<file path="src/design/rsd_ram.sv">
// ----------------------------------------------------------------------------
// rsd_ram: simple dual-port memory
// One write port and one read port with registered read data.
// ----------------------------------------------------------------------------
module rsd_ram #(
	parameter int W     = 48,
	parameter int DEPTH = 64,
	parameter int AW    = (DEPTH > 1) ? $clog2(DEPTH) : 1
) (
	input  logic          clk,
	input  logic          we,
	input  logic [AW-1:0] waddr,
	input  logic [W-1:0]  wdata,
	input  logic [AW-1:0] raddr,
	output logic [W-1:0]  rdata
);

	logic [W-1:0] mem [DEPTH];

	always_ff @(posedge clk) begin
		if (we) begin
			mem[waddr] <= wdata;
		end
	end

	always_ff @(posedge clk) begin
		rdata <= mem[raddr];
	end

endmodule
</file>
<file path="config.mk">
export PLATFORM = sky130hd
export DESIGN_NAME = rsd_ram
export DESIGN_NICKNAME = d
export VERILOG_FILES = /design/src/design/rsd_ram.sv
export SDC_FILE = /design/constraint.sdc
export NUM_CORES = 2
export LEC_CHECK = 0
export BUFFER_PORTS_ARGS = -buffer_cell sky130_fd_sc_hd__clkbuf_2
export CORE_MARGIN = 2
export CORE_UTILIZATION = 50
export DETAILED_ROUTE_END_ITERATION = 10
export PLACE_DENSITY = 0.7
export SLEW_MARGIN = 25
export SYNTH_ARGS = -nofsm -noshare
export SYNTH_HDL_FRONTEND = slang
export SYNTH_SLANG_ARGS = --single-unit
export TNS_END_PERCENT = 5
</file>
<file path="constraint.sdc">
create_clock -name clk -period 6.1 [get_ports clk]
set_input_delay 0.61 -clock clk [delete_from_list [all_inputs] [get_ports clk]]
set_output_delay 0.61 -clock clk [all_outputs]
set_load 0.05 [all_outputs]
</file>
**Word-level counts from Yosys, hierarchy flattened**

Memory sizes are Yosys's and may differ from the RTL's. A register that Yosys moved wholly into a read port is not among the register bits.
Index checks and enable logic that the tools add are counted.

- Bits in registers: 0
- Memory bits (writable): 3072
- Bits of input ports: 62
- Word-level logic and storage cells: 3
- Memories: 1

- Mux-type cells: 2

Memory list:

| memory | depth | width | rd ports | clocked after memory_dff | write ports | RTL line | RTL |
|---|---|---|---|---|---|---|---|
| mem | 64 | 48 | 1 | 1 | 1 | 18 | `logic [W-1:0] mem [DEPTH];` |

Operators by type and width:

| operator | count |
|---|---|
| 1-bit 2-to-1 mux | 2 |

**Longest topological paths before layout**

- Word-level depth: 2
- Depth in mapped cells: 9
- Gate-level depth less buffers: 5

**Least setup slack after synthesis**

Ideal clock, no wire load.

- Path type: input-to-reg
- Start: in waddr[3]
- End: mem mem[48][0] (enable)
- Setup time: 0.513 ns
- Arrival time: 4.382 ns
- Slack: 1.205 ns
- Cell stages on the path: 4
- Buffers on the path: 1
- Cell sequence: clkbuf_1 nor2b_1 nand4b_1 nor3_1

RTL lines:

| what | RTL line | RTL |
|---|---|---|
| start, declared | 12 | `input logic [AW-1:0] waddr,` |
| end, declared | 18 |  |

No word-level cell before the write port.

==> metrics.txt <==
Gate Count Post-Synth=4970; most common cell in the netlist=edfxtp_1; Via Count=56687; Final WS setup=3210 ps; Post-layout nets=5373; leakage=41.0 nW; layout cells sized above 1=28.3%; fmax=0.346 GHz; CP startpoint kind=input port; CP startpoint=raddr[0]; Hold WS=202 ps; die area=238000 um^2; initial drt markers=8621; P_int=35.0 mW; Post-Route WL=297000 um; RSZ-0062 raised after global routing=false; syn avg cell area=23.6 um^2; clock latency at the later pin of the worst-skew pair=950 ps; Resized cells post-CTS=0; WS Path Type=input port to register; # rows=177; source of the worst hold timing path=wdata[40]; FFs w/ async S/R, synth=0%; number of global-route vias before repair=56494; DRT Pass-1 Iters=5; R2R Setup Slk=4060 ps; FF-to-FF Start=mem[51][43]$_DFFE_PP_; Comb pwr share=5.0%; Final Cell Area=132000 um^2; Port Buf Inserts=109; slowest cell delay on critical path=560 ps; TritonCTS clock tree=done; sequential share of power=53.9%; Clock Tree Root=clkbuf_16; CP max stage cell=mux4_2; Worst Path Buf+Inv=3; Syn Nets=5032; Rel. slew slack=25.8%; delay-heaviest family, CP=buffers and inverters; top routing layer used=met5; top cells by area, synth=edfxtp_1 79%, mux4_2 14%, dfxtp_1 0.82%; wire length on met3=29100 um; VDD IR max=0.217 mV; Final Power=44.2 mW; GRT Residual Overflow=0; clk buf depth=4; Max Clock Skew=58.9 ps; H-tree Lvls=5; clock network fraction of total power=41.2%; dpl cell area=123000 um^2; Final Wtd Congestion=0.805; CTS Buf Count=312; Max Cap Viol=0; crit share post-route=47.4%; CP cell instances=buf_12 -> buf_16 -> buf_12 -> mux4_2 -> o221ai_1 -> a21oi_1 -> a21oi_1 -> a221oi_1; cell area after synthesis=117000 um^2; met2 wire len=145000 um; Initial Util=50.3%; largest net degree at the start of global routing=107; Die Wd=488 um; Slew Limit Fails=0; Synth Register Bits=3120; Arr. time, crit path=3640 ps; largest area contributor in the netlist=edfxtp_1; pre-CTS setup slack=2270 ps; Synth Warn #=0; status=finished, final reports clean; Post-synth EDFFs=3072; Inst Count DP=8126; Final min period=2890 ps; Synth cell types=36; post-synthesis sequential area ratio=79.6%; Chip Height=488 um; setup TNS=0 ps; CTS hold repair buffers=0; Metal-1 WL=114000 um; first-pass GRT wire length=421000 um; DR WL/cell=34.2 um; Switch Pwr=9.23 mW; Worst Hold Class=input port to register; total track usage=25.0%; I/O pin count=110; CP max FO=65; ANT nets after route=0; Worst-Margin Slew=1110 ps; via/cell ratio=6.53; Reg clk slew, reported paths=60 ps; Core ar.=233000 um^2; Clock Sinks=3120; DRC Markers=0; ys flop type=edfxtp_1; switch share=20.9%; Post-DP HPWL=167000 um; PD cells=334 nW/um^2; post-CTS setup buffers=0; CP Capture Type=register; antenna violations before repair=25; Area growth syn-to-layout=13.0%; Final Setup Violations=0; Final Core Density=56.9%; final hold vios=0; CP required=6840 ps; commonest cells in the netlist=3072 x edfxtp_1, 754 x mux4_2, 132 x nor2_1; Yosys top cell area share=78.8%; Layout Cells excl Fill=8679
## sequential cells by signal (all words and copies together) (netlist names)
register  flops
mem        3072
rdata        48
## placed cells by master (no fill, tap or decap), types with 48 or more instances in the layout
cell	Yosys	final
a21oi_1	74	74
a221oi_1	83	83
a22o_1	57	57
a22oi_1	72	72
buf_4	62	170
clkbuf_1	98	86
clkbuf_16	0	323
clkbuf_2	1	76
clkinv_1	0	59
dfxtp_1	48	48
edfxtp_1	3072	3072
mux2i_1	63	63
mux4_2	754	754
nand2_1	55	53
nor2_1	132	67
nor2_4	0	64
o22ai_1	122	122
## per-layer routing
metal  vias to the layer above  GRT usage (%)
li1                      22192              -
met1                     30561           36.0
met2                      3377           39.8
met3                       537           4.21
met4                        20           7.29
met5                         -              0
## worst reg2reg max path: cells and delay by family (launching register included)
| family | cells | cell delay (ps) |
|---|---|---|
| AO/OA/AOI/OAI | 3 | 940 |
| flip-flops | 1 | 360 |
| multiplexers | 1 | 480 |
| AND/OR/NAND/NOR | 1 | 110 |
## power groups by stage
stage	logic [mW]	clock network [mW]	registers (mW)
2_1_floorplan	1.13	0	24.4
3_3_place_gp	2.15	0	24.3
3_5_place_dp	2.20	0	24.3
4_1_cts	2.20	18.4	23.9
5_1_grt	2.31	19.2	23.8
6_report	2.19	18.2	23.8
## worst paths after layout
check / to / cells after the start
hold / removal: mem[51][40]$_DFFE_PP_ / 1
hold reg to reg: rdata[36]$_DFF_P_ / 4
setup / recovery: rdata[45]$_DFF_P_ / 8
setup reg to reg: rdata[43]$_DFF_P_ / 5
## final cells by class
| type | count | area (um^2) |
|---|---|---|
| Timing Repair Buffer | 309 | 2700 |
| Clock buffer | 427 | 8650 |
| Clock inverter | 121 | 951 |
| Tap cell | 3132 | 3920 |
| Fill cell | 16474 | 100000 |
| Multi-Input combinational cell | 1568 | 22900 |
| Antenna cell | 2 | 5.00 |
| Sequential cell | 3120 | 93200 |
## cell families (layout without fill, tap and decap cells)
group                  count (synthesis)  after routing  share of synthesized area (%)
AND/OR/NAND/NOR                      253            253                          0.957
other                                  0              2                              0
buffers and inverters                282            857                           1.28
multiplexers                         829            829                           15.2
flip-flops                          3120           3120                           79.6
AO/OA/AOI/OAI                        486            486                           3.02
Power figures use the tool's default switching activity.
